--- config.mk ---
export PLATFORM = sky130hd
export DESIGN_NAME = weekly_alarm_scheduler_core
export DESIGN_NICKNAME = d
export VERILOG_FILES = /design/src/rtl/core/was_pkg.sv /design/src/rtl/core/weekly_alarm_scheduler_core.sv /design/src/rtl/core/was_ctrl.sv /design/src/rtl/core/was_datapath.sv
export VERILOG_INCLUDE_DIRS = /design/src /design/src/rtl/core
export SDC_FILE = /design/constraint.sdc
export NUM_CORES = 1
export LEC_CHECK = 0
export ABC_AREA = 1
export BUFFER_PORTS_ARGS = -buffer_cell sky130_fd_sc_hd__buf_2
export CAP_MARGIN = 20
export CORE_ASPECT_RATIO = 1.1
export CORE_MARGIN = 2
export CORE_UTILIZATION = 40
export DETAILED_ROUTE_END_ITERATION = 8
export SYNTH_ARGS = -nofsm -noshare
export SYNTH_HDL_FRONTEND = slang
export SYNTH_SLANG_ARGS = --single-unit
--- constraint.sdc ---
create_clock -name clk -period 9.79 [get_ports clk]
set_clock_uncertainty 0.2 [all_clocks]
set_input_delay 0.979 -clock clk [delete_from_list [all_inputs] [get_ports clk]]
set_output_delay 0.979 -clock clk [all_outputs]
set_load 0.03 [all_outputs]
--- src/rtl/core/assert_macros.svh ---
`ifndef ASSERT_MACROS_SVH
`define ASSERT_MACROS_SVH

// Same-cycle implication, sampled on clk, off during reset.
`define ASSERT_IMPL(label, ante, cons) \
  label: assert property (@(posedge clk) disable iff (!rst_n) (ante) |-> (cons)) \
    else $error("assertion failed");

// Next-cycle implication, sampled on clk, off during reset.
`define ASSERT_NEXT(label, ante, cons) \
  label: assert property (@(posedge clk) disable iff (!rst_n) (ante) |=> (cons)) \
    else $error("assertion failed");

`endif

--- src/rtl/core/was_pkg.sv ---
`timescale 1ns / 1ps
package was_pkg;

  typedef enum logic [1:0] {
    KIND_TICK  = 2'd0,
    KIND_WRITE = 2'd1,
    KIND_ACK   = 2'd2,
    KIND_NOP   = 2'd3
  } kind_t;

  localparam logic [1:0] CFG_BLACKOUT = 2'd0;
  localparam logic [1:0] CFG_BEEP     = 2'd1;
  localparam logic [1:0] CFG_AUTO_ACK = 2'd2;

  localparam logic [31:0] BLACKOUT_RST = 32'd30000;
  localparam logic [15:0] BEEP_RST     = 16'd1000;
  localparam logic [31:0] AUTO_ACK_RST = 32'd0;

  // Signed seconds-ahead arithmetic: hours and minutes up to 31/63 fit in 18 bits.
  localparam int AHEAD_W = 18;
  localparam logic signed [AHEAD_W-1:0] SEC_PER_HOUR = 18'sd3600;
  localparam logic signed [AHEAD_W-1:0] SEC_PER_MIN  = 18'sd60;
  localparam logic signed [AHEAD_W-1:0] AHEAD_LIMIT  = 18'sd100000;
  localparam logic signed [AHEAD_W-1:0] AHEAD_LATE   = -18'sd15;

  typedef struct packed {
    logic       enabled;
    logic [6:0] mask;
    logic [4:0] hour;
    logic [5:0] minute;
    logic [3:0] sound;
  } alarm_entry_t;

  typedef enum logic [2:0] {
    ST_IDLE,
    ST_EXEC,
    ST_SCAN,
    ST_FIRE,
    ST_REPORT
  } state_t;

  typedef struct packed {
    logic cap;
    logic exec;
    logic scan_step;
    logic fire;
    logic report;
  } cmd_t;

  typedef struct packed {
    logic go_scan;
    logic go_fire;
    logic scan_last;
  } stat_t;

endpackage

--- src/rtl/core/weekly_alarm_scheduler_core.sv ---
`timescale 1ns / 1ps
// Weekly alarm scheduler: an alarm table with a sequential soonest-alarm scan.
// Input channel: a transaction is taken when start is high and busy is low;
//   in_kind selects tick (time and milliseconds), entry write or acknowledge.
// Result channel: exactly one result per transaction, shown for one cycle
//   with out_strobe high; the receiver cannot stall, so it must take it then.
// Config port: cfg_we writes cfg_data to register cfg_index at once
//   (0 blackout, 1 beep interval, 2 auto acknowledge); write only while idle.
// Timing: busy stays high through execute and report (write, acknowledge,
//   blackout or sounding tick), through execute, fire check and report (tick
//   with no rescan) or through execute, the scan, fire check and report (tick
//   that rescans the table); the result strobe follows in the next cycle, and
//   a new start may be taken in that same cycle. The rescan reads one table
//   entry per cycle through the single read port, so it is the longest item.
// Reset: synchronous, active low; clears the table to disabled entries,
//   restores the register defaults and drops any sounding alarm.
module weekly_alarm_scheduler_core #(
  parameter int ALARM_COUNT = 8
) (
  input  logic        clk,
  input  logic        rst_n,
  input  logic        start,
  output logic        busy,
  input  logic [1:0]  in_kind,
  input  logic [31:0] in_now_ms,
  input  logic [4:0]  in_now_day,
  input  logic [2:0]  in_now_weekday,
  input  logic [4:0]  in_now_hour,
  input  logic [5:0]  in_now_minute,
  input  logic [2:0]  in_entry_index,
  input  logic        in_entry_enabled,
  input  logic [6:0]  in_entry_weekday_mask,
  input  logic [4:0]  in_entry_hour,
  input  logic [5:0]  in_entry_minute,
  input  logic [3:0]  in_entry_sound,
  input  logic        cfg_we,
  input  logic [1:0]  cfg_index,
  input  logic [31:0] cfg_data,
  output logic        out_strobe,
  output logic        out_alarm_active,
  output logic [2:0]  out_due_index,
  output logic [3:0]  out_due_sound,
  output logic        out_fired,
  output logic        out_beep,
  output logic        out_display_inverted,
  output logic        out_auto_acked
);
  import was_pkg::*;

  cmd_t  cmd;
  stat_t stat;

  // Sequencer: capture, execute, optional scan, optional fire check, report.
  was_ctrl u_ctrl (
    .clk   (clk),
    .rst_n (rst_n),
    .start (start),
    .stat  (stat),
    .cmd   (cmd),
    .busy  (busy)
  );

  // Table, scheduler state, config registers and result register.
  was_datapath #(
    .ALARM_COUNT (ALARM_COUNT)
  ) u_datapath (
    .clk                   (clk),
    .rst_n                 (rst_n),
    .cmd                   (cmd),
    .stat                  (stat),
    .cfg_we                (cfg_we),
    .cfg_index             (cfg_index),
    .cfg_data              (cfg_data),
    .in_kind               (in_kind),
    .in_now_ms             (in_now_ms),
    .in_now_day            (in_now_day),
    .in_now_weekday        (in_now_weekday),
    .in_now_hour           (in_now_hour),
    .in_now_minute         (in_now_minute),
    .in_entry_index        (in_entry_index),
    .in_entry_enabled      (in_entry_enabled),
    .in_entry_weekday_mask (in_entry_weekday_mask),
    .in_entry_hour         (in_entry_hour),
    .in_entry_minute       (in_entry_minute),
    .in_entry_sound        (in_entry_sound),
    .out_strobe            (out_strobe),
    .out_alarm_active      (out_alarm_active),
    .out_due_index         (out_due_index),
    .out_due_sound         (out_due_sound),
    .out_fired             (out_fired),
    .out_beep              (out_beep),
    .out_display_inverted  (out_display_inverted),
    .out_auto_acked        (out_auto_acked)
  );

`include "assert_macros.svh"

  // Results are strobed only once the sequencer is back at idle.
  `ASSERT_IMPL(a_strobe_idle, out_strobe, !busy)
  // A taken transaction always occupies the sequencer in the next cycle.
  `ASSERT_NEXT(a_accept_busy, start && !busy, busy)
  // A fired alarm is sounding in the same result.
  `ASSERT_IMPL(a_fired_active, out_strobe && out_fired, out_alarm_active)
  // A timeout acknowledge leaves nothing sounding and the display normal.
  `ASSERT_IMPL(a_autoack_clear, out_strobe && out_auto_acked,
               !out_alarm_active && !out_display_inverted)

endmodule

--- src/rtl/core/was_ctrl.sv ---
`timescale 1ns / 1ps
module was_ctrl (
  input  logic           clk,
  input  logic           rst_n,
  input  logic           start,
  input  was_pkg::stat_t stat,
  output was_pkg::cmd_t  cmd,
  output logic           busy
);
  import was_pkg::*;

  state_t state_r;
  state_t state_nxt;

  always_ff @(posedge clk) begin
    if (!rst_n) begin
      state_r <= ST_IDLE;
    end else begin
      state_r <= state_nxt;
    end
  end

  always_comb begin
    state_nxt = state_r;
    case (state_r)
      ST_IDLE: begin
        if (start) state_nxt = ST_EXEC;
      end
      ST_EXEC: begin
        if (stat.go_scan) state_nxt = ST_SCAN;
        else if (stat.go_fire) state_nxt = ST_FIRE;
        else state_nxt = ST_REPORT;
      end
      ST_SCAN: begin
        if (stat.scan_last) state_nxt = ST_FIRE;
      end
      ST_FIRE:   state_nxt = ST_REPORT;
      ST_REPORT: state_nxt = ST_IDLE;
      default:   state_nxt = ST_IDLE;
    endcase
  end

  always_comb begin
    cmd  = '0;
    busy = 1'b1;
    case (state_r)
      ST_IDLE: begin
        busy    = 1'b0;
        cmd.cap = start;
      end
      ST_EXEC:   cmd.exec = 1'b1;
      ST_SCAN:   cmd.scan_step = 1'b1;
      ST_FIRE:   cmd.fire = 1'b1;
      ST_REPORT: cmd.report = 1'b1;
      default:   busy = 1'b1;
    endcase
  end

endmodule

--- src/rtl/core/was_datapath.sv ---
`timescale 1ns / 1ps
module was_datapath #(
  parameter int ALARM_COUNT = 8
) (
  input  logic           clk,
  input  logic           rst_n,
  input  was_pkg::cmd_t  cmd,
  output was_pkg::stat_t stat,
  input  logic           cfg_we,
  input  logic [1:0]     cfg_index,
  input  logic [31:0]    cfg_data,
  input  logic [1:0]     in_kind,
  input  logic [31:0]    in_now_ms,
  input  logic [4:0]     in_now_day,
  input  logic [2:0]     in_now_weekday,
  input  logic [4:0]     in_now_hour,
  input  logic [5:0]     in_now_minute,
  input  logic [2:0]     in_entry_index,
  input  logic           in_entry_enabled,
  input  logic [6:0]     in_entry_weekday_mask,
  input  logic [4:0]     in_entry_hour,
  input  logic [5:0]     in_entry_minute,
  input  logic [3:0]     in_entry_sound,
  output logic           out_strobe,
  output logic           out_alarm_active,
  output logic [2:0]     out_due_index,
  output logic [3:0]     out_due_sound,
  output logic           out_fired,
  output logic           out_beep,
  output logic           out_display_inverted,
  output logic           out_auto_acked
);
  import was_pkg::*;

  localparam int IDX_W = (ALARM_COUNT > 1) ? $clog2(ALARM_COUNT) : 1;

  // configuration
  logic [31:0] blackout_r;
  logic [15:0] beep_interval_r;
  logic [31:0] auto_ack_r;

  // captured transaction
  kind_t        kind_q;
  logic [31:0]  now_q;
  logic [4:0]   day_q;
  logic [2:0]   wday_q;
  logic [4:0]   hour_q;
  logic [5:0]   minute_q;
  logic [2:0]   widx_q;
  alarm_entry_t wentry_q;

  // scheduler state
  alarm_entry_t table_r [ALARM_COUNT];
  logic                      next_valid_r;
  logic [IDX_W-1:0]          next_index_r;
  logic                      scan_valid_r;
  logic [4:0]                scanned_day_r;
  logic                      sounding_r;
  logic [IDX_W-1:0]          sounding_index_r;
  logic [31:0]               due_start_r;
  logic [31:0]               last_beep_r;
  logic                      beep_first_r;
  logic                      last_fire_valid_r;
  logic [4:0]                last_fire_day_r;
  logic [4:0]                last_fire_hour_r;
  logic [5:0]                last_fire_minute_r;
  logic                      invert_r;
  logic [IDX_W-1:0]          scan_cnt_r;
  logic signed [AHEAD_W-1:0] best_r;
  logic                      fired_r;
  logic                      beep_r;
  logic                      auto_acked_r;
  logic                      strobe_r;

  logic [IDX_W-1:0]          rd_addr;
  alarm_entry_t              rd_entry;
  logic                      tick_live;
  logic                      widx_ok;
  logic [IDX_W-1:0]          widx;
  logic                      beep_due;
  logic                      ack_due;
  logic [7:0]                mask_ext;
  logic                      day_match;
  logic                      skip_fired;
  logic signed [6:0]         dh;
  logic signed [7:0]         dm;
  logic signed [AHEAD_W-1:0] ahead;
  logic                      candidate;
  logic                      fire_now;

  // single table read port, address chosen by the active step
  always_comb begin
    if (cmd.scan_step) rd_addr = scan_cnt_r;
    else if (cmd.fire) rd_addr = next_index_r;
    else rd_addr = sounding_index_r;
  end
  assign rd_entry = table_r[rd_addr];

  assign tick_live = (kind_q == KIND_TICK) && (now_q >= blackout_r);
  assign widx_ok   = 32'(in_entry_index) < 32'(ALARM_COUNT) ? 1'b1 : 1'b0;
  assign widx      = IDX_W'(widx_q);
  assign beep_due  = beep_first_r || ((now_q - last_beep_r) > {16'b0, beep_interval_r});
  assign ack_due   = (auto_ack_r != 32'd0) && ((now_q - due_start_r) > auto_ack_r);

  assign stat.go_fire   = tick_live && !sounding_r;
  assign stat.go_scan   = tick_live && !sounding_r
                          && (!scan_valid_r || scanned_day_r != day_q);
  assign stat.scan_last = scan_cnt_r == IDX_W'(ALARM_COUNT - 1);

  // candidate test for the entry under the scan counter
  assign mask_ext   = {1'b0, rd_entry.mask};
  assign day_match  = (rd_entry.mask == 7'd0) || mask_ext[wday_q];
  assign skip_fired = last_fire_valid_r && (day_q == last_fire_day_r)
                      && (rd_entry.hour == last_fire_hour_r)
                      && (rd_entry.minute <= last_fire_minute_r);
  assign dh    = $signed({2'b00, rd_entry.hour}) - $signed({2'b00, hour_q});
  assign dm    = $signed({2'b00, rd_entry.minute}) - $signed({2'b00, minute_q});
  assign ahead = AHEAD_W'(dh) * SEC_PER_HOUR + AHEAD_W'(dm) * SEC_PER_MIN;
  assign candidate = rd_entry.enabled && day_match && !skip_fired
                     && (ahead > AHEAD_LATE) && (ahead < best_r);

  assign fire_now = next_valid_r && (rd_entry.hour == hour_q)
                    && (rd_entry.minute == minute_q);

  // capture the transaction; widx_ok is folded into the stored index check
  logic widx_ok_q;
  always_ff @(posedge clk) begin
    if (cmd.cap) begin
      kind_q           <= kind_t'(in_kind);
      now_q            <= in_now_ms;
      day_q            <= in_now_day;
      wday_q           <= in_now_weekday;
      hour_q           <= in_now_hour;
      minute_q         <= in_now_minute;
      widx_q           <= in_entry_index;
      widx_ok_q        <= widx_ok;
      wentry_q.enabled <= in_entry_enabled;
      wentry_q.mask    <= in_entry_weekday_mask;
      wentry_q.hour    <= in_entry_hour;
      wentry_q.minute  <= in_entry_minute;
      wentry_q.sound   <= in_entry_sound;
    end
  end

  always_ff @(posedge clk) begin
    if (!rst_n) begin
      blackout_r      <= BLACKOUT_RST;
      beep_interval_r <= BEEP_RST;
      auto_ack_r      <= AUTO_ACK_RST;
    end else if (cfg_we) begin
      case (cfg_index)
        CFG_BLACKOUT: blackout_r      <= cfg_data;
        CFG_BEEP:     beep_interval_r <= cfg_data[15:0];
        CFG_AUTO_ACK: auto_ack_r      <= cfg_data;
        default:      blackout_r      <= blackout_r;
      endcase
    end
  end

  always_ff @(posedge clk) begin
    if (!rst_n) begin
      for (int i = 0; i < ALARM_COUNT; i++) table_r[i] <= '0;
      next_valid_r       <= 1'b0;
      next_index_r       <= '0;
      scan_valid_r       <= 1'b0;
      scanned_day_r      <= '0;
      sounding_r         <= 1'b0;
      sounding_index_r   <= '0;
      due_start_r        <= '0;
      last_beep_r        <= '0;
      beep_first_r       <= 1'b0;
      last_fire_valid_r  <= 1'b0;
      last_fire_day_r    <= '0;
      last_fire_hour_r   <= '0;
      last_fire_minute_r <= '0;
      invert_r           <= 1'b0;
      scan_cnt_r         <= '0;
      best_r             <= AHEAD_LIMIT;
      fired_r            <= 1'b0;
      beep_r             <= 1'b0;
      auto_acked_r       <= 1'b0;
      strobe_r           <= 1'b0;
    end else begin
      strobe_r <= cmd.report;
      if (cmd.cap) begin
        fired_r      <= 1'b0;
        beep_r       <= 1'b0;
        auto_acked_r <= 1'b0;
      end
      if (cmd.exec) begin
        case (kind_q)
          KIND_WRITE: begin
            if (widx_ok_q) begin
              table_r[widx] <= wentry_q;
              scan_valid_r  <= 1'b0;
            end
          end
          KIND_ACK: begin
            sounding_r   <= 1'b0;
            scan_valid_r <= 1'b0;
            invert_r     <= 1'b0;
          end
          KIND_TICK: begin
            if (tick_live && sounding_r) begin
              if (beep_due) begin
                last_beep_r  <= now_q;
                beep_first_r <= 1'b0;
                invert_r     <= !invert_r;
                beep_r       <= 1'b1;
              end
              // timeout wins over a toggle in the same step
              if (ack_due) begin
                sounding_r   <= 1'b0;
                scan_valid_r <= 1'b0;
                invert_r     <= 1'b0;
                auto_acked_r <= 1'b1;
              end
            end else if (stat.go_scan) begin
              next_valid_r  <= 1'b0;
              next_index_r  <= '0;
              best_r        <= AHEAD_LIMIT;
              scan_cnt_r    <= '0;
              scanned_day_r <= day_q;
              scan_valid_r  <= 1'b1;
            end
          end
          default: begin
            scan_cnt_r <= scan_cnt_r;
          end
        endcase
      end
      if (cmd.scan_step) begin
        if (candidate) begin
          best_r       <= ahead;
          next_valid_r <= 1'b1;
          next_index_r <= scan_cnt_r;
        end
        scan_cnt_r <= scan_cnt_r + 1'b1;
      end
      if (cmd.fire && fire_now) begin
        sounding_r         <= 1'b1;
        sounding_index_r   <= next_index_r;
        due_start_r        <= now_q;
        last_fire_valid_r  <= 1'b1;
        last_fire_day_r    <= day_q;
        last_fire_hour_r   <= hour_q;
        last_fire_minute_r <= minute_q;
        beep_first_r       <= 1'b1;
        fired_r            <= 1'b1;
        if (rd_entry.mask == 7'd0) table_r[next_index_r].enabled <= 1'b0;
      end
    end
  end

  // result register, loaded in the report step
  always_ff @(posedge clk) begin
    if (cmd.report) begin
      out_alarm_active     <= sounding_r;
      out_due_index        <= sounding_r ? 3'(sounding_index_r) : 3'd0;
      out_due_sound        <= sounding_r ? rd_entry.sound : 4'd0;
      out_fired            <= fired_r;
      out_beep             <= beep_r;
      out_display_inverted <= invert_r;
      out_auto_acked       <= auto_acked_r;
    end
  end

  assign out_strobe = strobe_r;

endmodule
Word level (Yosys, flattened, before mapping)
Memory sizes are Yosys's and may differ from the RTL's.
Index checks and enable logic that the tools add are counted.
{ "word_totals": {"ramBits": 184, "in_bits": 117, "memories": 1, "out_inout_bits": 14, "regBits": 296} }
{ "memory_table": {"columns": ["name", "depth", "word_bits", "read_ports", "rd_ports_with_merged_regs", "write_ports", "line_no", "text"], "rows": [
  ["u_datapath.table_r", 8, 23, 1, 0, 8, "was_datapath.sv:53", "alarm_entry_t table_r [ALARM_COUNT];"]
]} }
{ "op_classes": {"reduce_logical": 52, "n_bitwise": 1, "muxes": 82, "multipliers": 2, "eq_ne": 23, "addsub": 6, "magnitude_cmp": 7} }
{ "op_table": {"columns": ["cell", "count"], "rows": [
  ["18-bit two-way mux", 6],
  ["32-bit subtractor", 2],
  ["3-bit two-way mux", 19],
  ["1-bit two-way mux", 49],
  ["23-bit two-way mux", 2],
  ["23-bit OR reduction", 2],
  ["32-bit >= comparator", 1],
  ["32-bit by 16-bit > comparator with 1-bit output", 1],
  ["32-bit > comparator", 1],
  ["32-bit nonzero test", 1],
  ["4-bit AND reduction", 7],
  ["18-bit adder", 1],
  ["18-bit by 5-bit > comparator with 1-bit output (second input constant)", 1],
  ["18-bit < comparator", 1],
  ["2-bit nonzero test", 9],
  ["5-bit == test", 3],
  ["1-bit logical AND", 15],
  ["6-bit by 9-bit multiplier with 14-bit output (second input constant)", 1],
  ["7-bit by 5-bit multiplier with 12-bit output (second input constant)", 1],
  ["3-bit case mux with 4 select lines", 1],
  ["2-bit inequality test (second input constant)", 4],
  ["2-bit AND reduction", 4],
  ["7-bit logical NOT", 1],
  ["6-bit by 6-bit subtractor with 7-bit output", 1],
  ["other kinds (24)", 39]
]} }

Longest topological paths before layout
Gate-level depths: netlist (run 1).
An unclocked memory read counts as a cell.
{ "depth": {"word_depth": 14, "ltp_mapped": 62, "mapped_depth_nobuf": 59} }

Modules after synthesis
A second synthesis (run 1) with hierarchy kept.
{ "unflattened": {"cells_unflattened": 3355, "hier_area_um2": 27644.0} }
{ "by_module_without_submodules": {"columns": ["mod", "seq_area_each_um2", "cells_each", "instances", "area_each_um2"], "rows": [
  ["was_datapath", 12221.7, 3324, 1, 27462.6],
  ["was_ctrl", 60.1, 31, 1, 181.4]
]} }

Least setup slack after synthesis (run 1)
Ideal clock, no wire load.
{ "synth_timing": {"kind": "register -> register", "startpoint": "register u_ctrl.state_r[1]", "endpoint": "register u_datapath.best_r[13]", "path_buffers": 4, "path_stages_with_launch": 59, "slack_ps": 447, "arrival_time_ps": 9079, "synth_period_minus_slack_ps": 9343, "cell_sequence": "dfxtp_1 > nand2_1 > nor2_4 > nand2_1 > nand3b_1 > buf_2 > clkbuf_1 > clkbuf_1 > a21oi_1 > a221oi_1 > or2_2 > ha_1 > nand2_1 > nand2_1 > o21bai_1 > xor2_1 > inv_1 > ha_1 > [... 23 more ...] > nand4_1 > nand2_1 > ha_1 > nand2_1 > inv_1 > nand3_1 > nor3_1 > nand4_1 > nand3_1 > nor2_1 > nor3b_1 > nand4_1 > clkinv_1 > nand3_1 > nand2_1 > buf_2 > nor2_1 > nor2_1"} }
{ "synth_via": {"elab_chain_len": 14, "word_cells_on_any_way": 32} }
{ "synth_rtl": {"columns": ["item", "line_no", "text"], "rows": [
  ["start, declared", "was_ctrl.sv:12", "state_t state_r;"],
  ["start signal, assigned", "was_ctrl.sv:19", "state_r <= state_nxt;"],
  ["parallel branches: the longest is 13 deep, another holds memory read 8 x 23 bit", null, null],
  ["18-bit two-way mux *", "was_datapath.sv:232", "if (cmd.scan_step) begin"],
  ["end signal, assigned", "was_datapath.sv:234", "best_r <= ahead;"],
  ["end, declared", "was_datapath.sv:69", "logic signed [AHEAD_W-1:0] best_r;"]
]} }
Every way passes the cells marked *. The select of a mux whose other input is x is not followed.
A chain may end at the register's enable or synchronous reset.

Worst setup path after layout (run 1)
{ "layout_timing": {"startpoint": "register u_ctrl.state_r[2]", "endpoint": "register u_datapath.best_r[16]"} }
The elaborated chain is that of the path after synthesis.

==> results of run 1 <==
through the flow:
stage               util, %  cells
floorplan                 -   3452
global placement       43.1   4440
detailed placement     43.1   4441
CTS                    45.6   4542
global route           46.1   4555
finish                 46.1   4555
kinds of logic after synthesis:
family,share of synthesized area (%)
buffers and inverters,9.36
XOR/XNOR,2.84
flip-flops,44.0
AND/OR/NAND/NOR,20.3
multiplexers,0.0356
adder cells (fa/ha/maj),11.7
AO/OA/AOI/OAI,11.7
routing by layer:
metal / routed length, um / up-vias
met5: 27 / -
met4: 1420 / 4
met3: 4300 / 98
met2: 35300 / 562
met1: 37400 / 10761
li1: - / 11723
sequential cells by signal, indices dropped and copies added, names as in the netlist, 6 cells and up:
| register | count |
|---|---|
| u_datapath.table_r | 184 |
| u_datapath.auto_ack_r | 32 |
| u_datapath.blackout_r | 32 |
| u_datapath.due_start_r | 32 |
| u_datapath.last_beep_r | 32 |
| u_datapath.now_q | 32 |
| u_datapath.wentry_q | 23 |
| u_datapath.best_r | 18 |
| u_datapath.beep_interval_r | 16 |
| u_datapath.last_fire_minute_r | 6 |
| u_datapath.minute_q | 6 |
cell type report:
cell class | instances | area share (%)
Multi-Input combinational cell | 2288 | 41.8
Sequential cell | 480 | 38.8
Inverter | 565 | 6.67
Clock buffer | 72 | 4.67
Timing Repair Buffer | 195 | 3.80
Tap cell | 927 | 3.64
Clock inverter | 28 | 0.722
power groups by stage:
stage | registers (W) | clock network, W | logic, W
after floorplan | 0.00231 | 0 | 0.00475
after global placement | 0.00233 | 0 | 0.00618
after detailed placement | 0.00233 | 0 | 0.00616
after CTS | 0.00229 | 0.00204 | 0.00623
after global routing | 0.00230 | 0.00211 | 0.00758
final | 0.00229 | 0.00199 | 0.00662
synthesized netlist by cell type, types with 2 or more instances:
master	instances	area, um^2
o22ai_1	6	37.5
o21bai_1	10	75.1
xor2_1	72	631
nand4_1	87	544
a21boi_0	4	30.0
o211ai_1	22	165
edfxtp_1	275	8260
inv_1	556	2090
buf_4	3	22.5
a211oi_1	10	75.1
nor3b_1	2	15.0
nand3b_1	6	45.0
a221oi_1	11	96.3
o211a_1	2	20.0
o21ai_0	210	1050
xnor2_1	19	166
or2_2	6	37.5
o221ai_1	6	52.6
nor2_1	420	1580
dfxtp_1	205	4100
a21o_1	10	75.1
fa_1	19	380
a21oi_2	2	17.5
nor3_2	2	20.0
o21a_1	10	75.1
a31oi_1	11	68.8
nor3_1	21	105
a32o_1	2	20.0
buf_6	2	22.5
nand2_1	555	2080
clkinv_1	5	18.8
inv_2	4	15.0
nor4_1	18	113
buf_1	7	26.3
clkbuf_1	82	308
nand3_1	222	1110
buf_2	26	130
a21oi_1	277	1390
ha_1	233	2920
cells in the final DEF (no fill, tap or decap), types with 5 or more instances in the layout:
| master | synthesis | routed |
|---|---|---|
| inv_1 | 556 | 555 |
| clkinvlp_4 | 0 | 7 |
| nand3_1 | 222 | 217 |
| o21bai_1 | 10 | 10 |
| buf_4 | 3 | 58 |
| ha_1 | 233 | 228 |
| clkinv_2 | 0 | 9 |
| clkinv_1 | 5 | 10 |
| nor4_1 | 18 | 18 |
| clkbuf_16 | 0 | 55 |
| nand2_1 | 555 | 548 |
| dfxtp_1 | 205 | 203 |
| clkbuf_8 | 0 | 7 |
| o21ai_0 | 210 | 206 |
| o22ai_1 | 6 | 6 |
| a211oi_1 | 10 | 10 |
| a21o_1 | 10 | 10 |
| edfxtp_1 | 275 | 275 |
| nand3b_1 | 6 | 6 |
| xor2_1 | 72 | 72 |
| buf_2 | 26 | 129 |
| or2_2 | 6 | 6 |
| o211ai_1 | 22 | 22 |
| nor3_2 | 2 | 5 |
| nand2_2 | 1 | 6 |
| a221oi_1 | 11 | 11 |
| a31oi_1 | 11 | 11 |
| clkbuf_1 | 82 | 11 |
| nand4_1 | 87 | 87 |
| nor3_1 | 21 | 18 |
| a21oi_1 | 277 | 276 |
| o221ai_1 | 6 | 6 |
| fa_1 | 19 | 19 |
| inv_2 | 4 | 5 |
| xnor2_1 | 19 | 18 |
| ha_4 | 0 | 5 |
| nor2_1 | 420 | 417 |
| o21a_1 | 10 | 10 |
worst paths after layout:
path,endpoint,slack [ps],startpoint
max reg2reg,u_datapath.best_r[16]$_SDFF_PN1_,650,u_ctrl.state_r[2]$_SDFFE_PN0P_
min,u_datapath.blackout_r[3]$_SDFFE_PN0P_,260,u_datapath.blackout_r[3]$_SDFFE_PN0P_
min reg2reg,u_datapath.blackout_r[3]$_SDFFE_PN0P_,260,u_datapath.blackout_r[3]$_SDFFE_PN0P_
max,u_datapath.best_r[16]$_SDFF_PN1_,650,u_ctrl.state_r[2]$_SDFFE_PN0P_
worst max-delay path: cells and delay by family, from the launching register on:
family                     cells  cell delay, ps
and+or+nand+nor               30            3320
AOI/OAI and AO/OA              8            1310
buffers and inverters         11            1060
xor gates and xnor gates       3             540
adders and majority gates      7            2250
DFF                            1             350
repair_timing:
action,in CTS,in global routing
pin swaps,1,14
buffers inserted,0,12
hold buffers,0,0
cloned,1,1
resized for setup,7,41
endpoints found under the setup margin,21,22
==> run_results.csv, run 1 <==
group,metric,value,unit
run_status,status,"complete, no violations",
final_layout,layout-drive-gt1-share,9.15,%
clock_network,numCtsBuffers,53,
final_layout,num_antenna_cells,0,
route,wl_per_cell,17.2,um
clock_network,clk_pin_slew,60,ps
timing,worstMarginPinSlew,1090,ps
power,p_comb_share,60.8,%
route,routed_wl,78400,um
timing,max-slew-margin-rel,27.6,%
clock_network,cts-root-buf,"clkbuf_16",
route,vias_per_cell,5.08,
critical_path,cpMostUsedCell,"nand2_1",
die,die-height,282,um
die,fp.dieW,257,um
yosys,mappedNetlistArea,28100,um^2
critical_path,cp-end-kind,"flip-flop",
global_route,grt_pass1_vias,22020,
die,dieArea,72400,um^2
placed_design,postPlaceCellArea,29800,um^2
critical_path,r2r.worst_path.cells,59,
timing,fin_ws,652,ps
critical_path,cp.required,10120,ps
power,clockPowerShare,18.2,%
global_route,global_route.usage.met1,30.4,%
clock_network,htreeDepth,2,
yosys,async_flop_share,0,%
hold_path,hp-class,"reg2reg",
critical_path,crit_type,"reg2reg",
die,core,69300,um^2
final_layout,multi_input_area,13300,um^2
timing,slew_violations,0,
critical_path,cp_max_fo,11,
yosys,synthesis.nets,3821,
critical_path,cp-start-kind,"flip-flop",
power,power_switching,0.00510,W
final_layout,design_area,31900,um^2
clock_network,insertion_delay,620,ps
final_layout,nets,3952,
placed_design,port_buffers,130,
timing,hold_violations,0,
route,ant_nets,0,
die,start_util,40.6,%
power,ir_drop,0.000543,V
route,dr.pass1.iters,6,
job,drv_cap,0,
yosys,synth.distinct_cells,51,
timing,fin_hold_ws,257,ps
clock_network,cts_tree,"yes",
clock_network,cts_buffer_depth,3,
yosys,ys_warn_count,0,
placed_design,dp_hpwl,55900,um
timing,setup_tns,0,ps
yosys,synth_seq_cells,480,
global_route,track_usage,21.4,%
global_route,grt_pass1_wl,123000,um
global_route,use_met2,34.7,%
global_route,overflow,0,
final_layout,nFillCells,6847,
global_route,grt_max_degree,87,
power,finalPower,0.0109,W
global_route,antenna_found_initial,4,
power,power.density,342,nW/um^2
yosys,syn_inst,3452,
route,drcViolationCount,0,
yosys,synth_area_per_cell,8.14,um^2
route,route.vias.total,23148,
hold_path,hold_depth,2,
power,seqPwrFrac,21.0,%
power,p_leak,14.2,nW
clock_network,numClockSinks,480,
timing,setup_viol,0,
timing,fmax,109,MHz
global_route,grt_use_met3,2.79,%
placed_design,routabilityCongestion,0.901,
final_layout,area_growth,13.6,%
power,power.internal,0.00579,W
yosys,ys_seq_area_share,44.0,%
yosys,synthFlopType,"edfxtp_1",
yosys,synth-edff-count,275,
die,num_rows,101,
global_route,busiest_layer,"met2",
power,p_sw_share,46.8,%
critical_path,max_stage_delay,510,ps
timing,post-route-period-util,93.3,%
timing,layout_min_cycle_time,9140,ps
placed_design,pre_cts_slack,-397,ps
final_layout,regArea,12400,um^2
critical_path,cp_slowest_cell,"fa_1",
route,drt_iter0_drc,1821,
critical_path,arrival,9470,ps
die,io_pins,131,
No activity file was read; power rests on OpenSTA's default activity.
==> inputs of run 2 (changes only) <==
- PLACE_DENSITY_LB_ADDON: unset -> 0.12
- SYNTH_HIERARCHICAL: unset -> 1
==> run 2 against run 1 <==
Against the previous run:
- sequential power barely moved
- setup slack improved by 130 ps
- register-to-register slack improved by 130 ps
- final area fell by 1.9%
- critical path type unchanged
- largest power group unchanged
==> run_results.csv, run 2 <==
group,metric,value,unit
yosys,syn_inst,3355,
timing,layout_min_cycle_time,9010,ps
hold_path,min_to,"u_datapath/out_beep$_DFFE_PP_",
yosys,synth.distinct_cells,57,
timing,max-slew-margin-rel,32.0,%
critical_path,crit_cells,47,
clock_network,clk_pin_slew,60,ps
critical_path,arrival,9310,ps
critical_path,cp.required,10090,ps
hold_path,hold_depth,0,
placed_design,port_buffers,130,
critical_path,cp-end-kind,"flip-flop",
final_layout,num_antenna_cells,0,
yosys,async_flop_share,0,%
final_layout,design_area,31300,um^2
route,wl_per_cell,18.1,um
die,io_pins,131,
yosys,synth_seq_cells,480,
route,wl_met2,39800,um
die,die-height,280,um
placed_design,routabilityCongestion,0.921,
clock_network,cts-hold-fix-buffers,0,
route,dr.pass1.iters,5,
yosys,synthFlopType,"edfxtp_1",
route,highest_layer,"met4",
die,num_rows,101,
die,start_util,40.2,%
critical_path,reg2reg_to,"u_datapath/best_r[17]$_SDFF_PN0_",
global_route,overflow,0,
timing,setup_tns,0,ps
clock_network,cts-root-buf,"clkbuf_16",
route,vias_per_cell,5.17,
final_layout,layout_commonest_cell,"nand2_1",
critical_path,cp-start-kind,"flip-flop",
yosys,synthesis.nets,3723,
yosys,ys_warn_count,6,
clock_network,htreeDepth,2,
job,drv_cap,0,
route,ant_nets,0,
yosys,synth_area_per_cell,8.24,um^2
power,ir_drop,0.000515,V
yosys,yosys.area.top_type_share,29.0,%
critical_path,worst-path-buf-inv,9,
final_layout,nFillCells,6897,
route,routed_wl,80500,um
final_layout,final_cell_mix,"nand2_1, inv_1, nor2_1, a21oi_1, edfxtp_1",
global_route,grt_max_degree,93,
route,wl_met1,35200,um
timing,hold_violations,0,
global_route,antenna_found_initial,0,
power,p_leak,13.5,nW
clock_network,insertion_delay,620,ps
critical_path,max_stage_delay,540,ps
power,power.density,396,nW/um^2
placed_design,dp_hpwl,57600,um
yosys,synth_area_leaders,"edfxtp_1, dfxtp_1, ha_1, nand2_1, inv_1",
run_status,status,"complete, no violations",
critical_path,rr_startpoint,"u_ctrl/state_r[0]$_SDFFE_PN0P_",
yosys,netlist.top_cell.by_area,"edfxtp_1",
final_layout,largest_reg_flops,184,
timing,worstMarginPinSlew,1020,ps
final_layout,layout-drive-gt1-share,9.10,%
final_layout,nets,3852,
route,drt_iter0_drc,1646,
hold_path,hp-class,"reg2reg",
route,route.vias.total,23018,
yosys,synthTopCellsByCount,"nand2_1, inv_1, nor2_1, a21oi_1, edfxtp_1",
critical_path,regToRegSetupSlack,780,ps
yosys,synth.most_common_cell,"nand2_1",
yosys,synth-edff-count,267,
clock_network,numCtsBuffers,55,
die,dieArea,71200,um^2
critical_path,cp_max_fo,18,
route,wl_met3,3240,um
final_layout,top_register,"u_datapath/table_r",
global_route,track_usage,22.4,%
placed_design,postPlaceCellArea,29300,um^2
timing,fmax,111,MHz
hold_path,min_from,"u_datapath/beep_r$_SDFF_PN0_",
timing,rsz0062_at_grt,"no",
timing,post-route-period-util,92.0,%
critical_path,cp_slowest_cell,"fa_1",
clock_network,cts_tree,"yes",
timing,setup_viol,0,
yosys,ys_seq_area_share,44.4,%
clock_network,numClockSinks,480,
final_layout,final_core_util,45.5,%
final_layout,area_growth,13.2,%
yosys,mappedNetlistArea,27600,um^2
die,fp.dieW,255,um
clock_network,cts_buffer_depth,3,
route,drcViolationCount,0,
timing,slew_violations,0,
critical_path,path_delay_family,"adder cells",
global_route,grt_pass1_wl,125000,um
global_route,grt_pass1_vias,22339,
die,core,68700,um^2
critical_path,r2r.worst_path.cells,47,
critical_path,crit_type,"reg2reg",
[run 2: cell count changes after synthesis, moves of 16 or more]
cell,previous run,this run
nor2_1,420,366
nand4_1,87,37
buf_2,26,10
nand3_1,222,180
nand2_1,555,577
o21ai_0,210,250
a21oi_1,277,334
inv_1,556,481
[run 2: final cells by class]
type	instances	area (um^2)	area share [%]
Clock inverter	22	243	0.775
Multi-Input combinational cell	2268	13000	41.6
Sequential cell	480	12300	39.2
Timing Repair Buffer	189	1180	3.76
Inverter	490	1850	5.91
Tap cell	927	1160	3.71
Clock buffer	80	1560	5.00
[run 2: cell families (layout without fill, tap and decap cells)]
logic type,Yosys count,count (layout),synth area share [%]
AO/OA/AOI/OAI,699,699,13.7
AND/OR/NAND/NOR,1236,1236,18.6
flip-flops,480,480,44.4
buffers and inverters,607,781,8.76
adder cells (fa/ha/maj),251,251,11.9
multiplexers,1,1,0.0362
XOR/XNOR,81,81,2.57
[run 2: power by group]
| group | internal (W) | switching, W | total (W) |
|---|---|---|---|
| combinational | 0.00297 | 0.00501 | 0.00798 |
| sequential | 0.00224 | 0.0000812 | 0.00232 |
| clock | 0.00122 | 0.000865 | 0.00208 |
| total | 0.00643 | 0.00596 | 0.0124 |
[run 2: what timing repair did]
action                     in CTS  in global routing
setup endpoints to repair       0                 22
gates resized for setup         0                 32
buffers inserted                0                  7
[run 2: worst max-delay path by stage]
| stage | endpoint | startpoint | slack, ps |
|---|---|---|---|
| finish | u_datapath/best_r[17]$_SDFF_PN0_ | u_ctrl/state_r[0]$_SDFFE_PN0P_ | 780 |
| global route | u_datapath/best_r[10]$_SDFF_PN1_ | u_ctrl/state_r[2]$_SDFFE_PN0P_ | 6 |
| floorplan | u_datapath/best_r[10]$_SDFF_PN1_ | u_ctrl/state_r[0]$_SDFFE_PN0P_ | 940 |
| global placement | u_datapath/best_r[6]$_SDFF_PN0_ | u_ctrl/state_r[1]$_SDFFE_PN0P_ | 350 |
| CTS | u_datapath/best_r[9]$_SDFF_PN1_ | u_ctrl/state_r[1]$_SDFFE_PN0P_ | 130 |
| detailed placement | u_datapath/best_r[9]$_SDFF_PN1_ | u_ctrl/state_r[1]$_SDFFE_PN0P_ | 140 |
[run 2: routing by layer]
layer  vias to the layer above  global-route usage (%)
met5                         -                       0
met2                       492                    39.5
li1                      11459                       -
met4                         0                    6.27
met1                     10941                    28.7
met3                       126                    2.71
[run 2: metrics by stage]
step | cells | worst slack (ps) | hold WS, ps | total power (W)
final | 4456 | 783 | 241 | 0.0124
after global routing | 4456 | 6.07 | 262 | 0.0137
after CTS | 4448 | 126 | 242 | 0.0124
after detailed placement | 4346 | 136 | 225 | 0.0102
after global placement | 4346 | 355 | 219 | 0.0101
after floorplan | 3355 | 936 | 206 | 0.00837
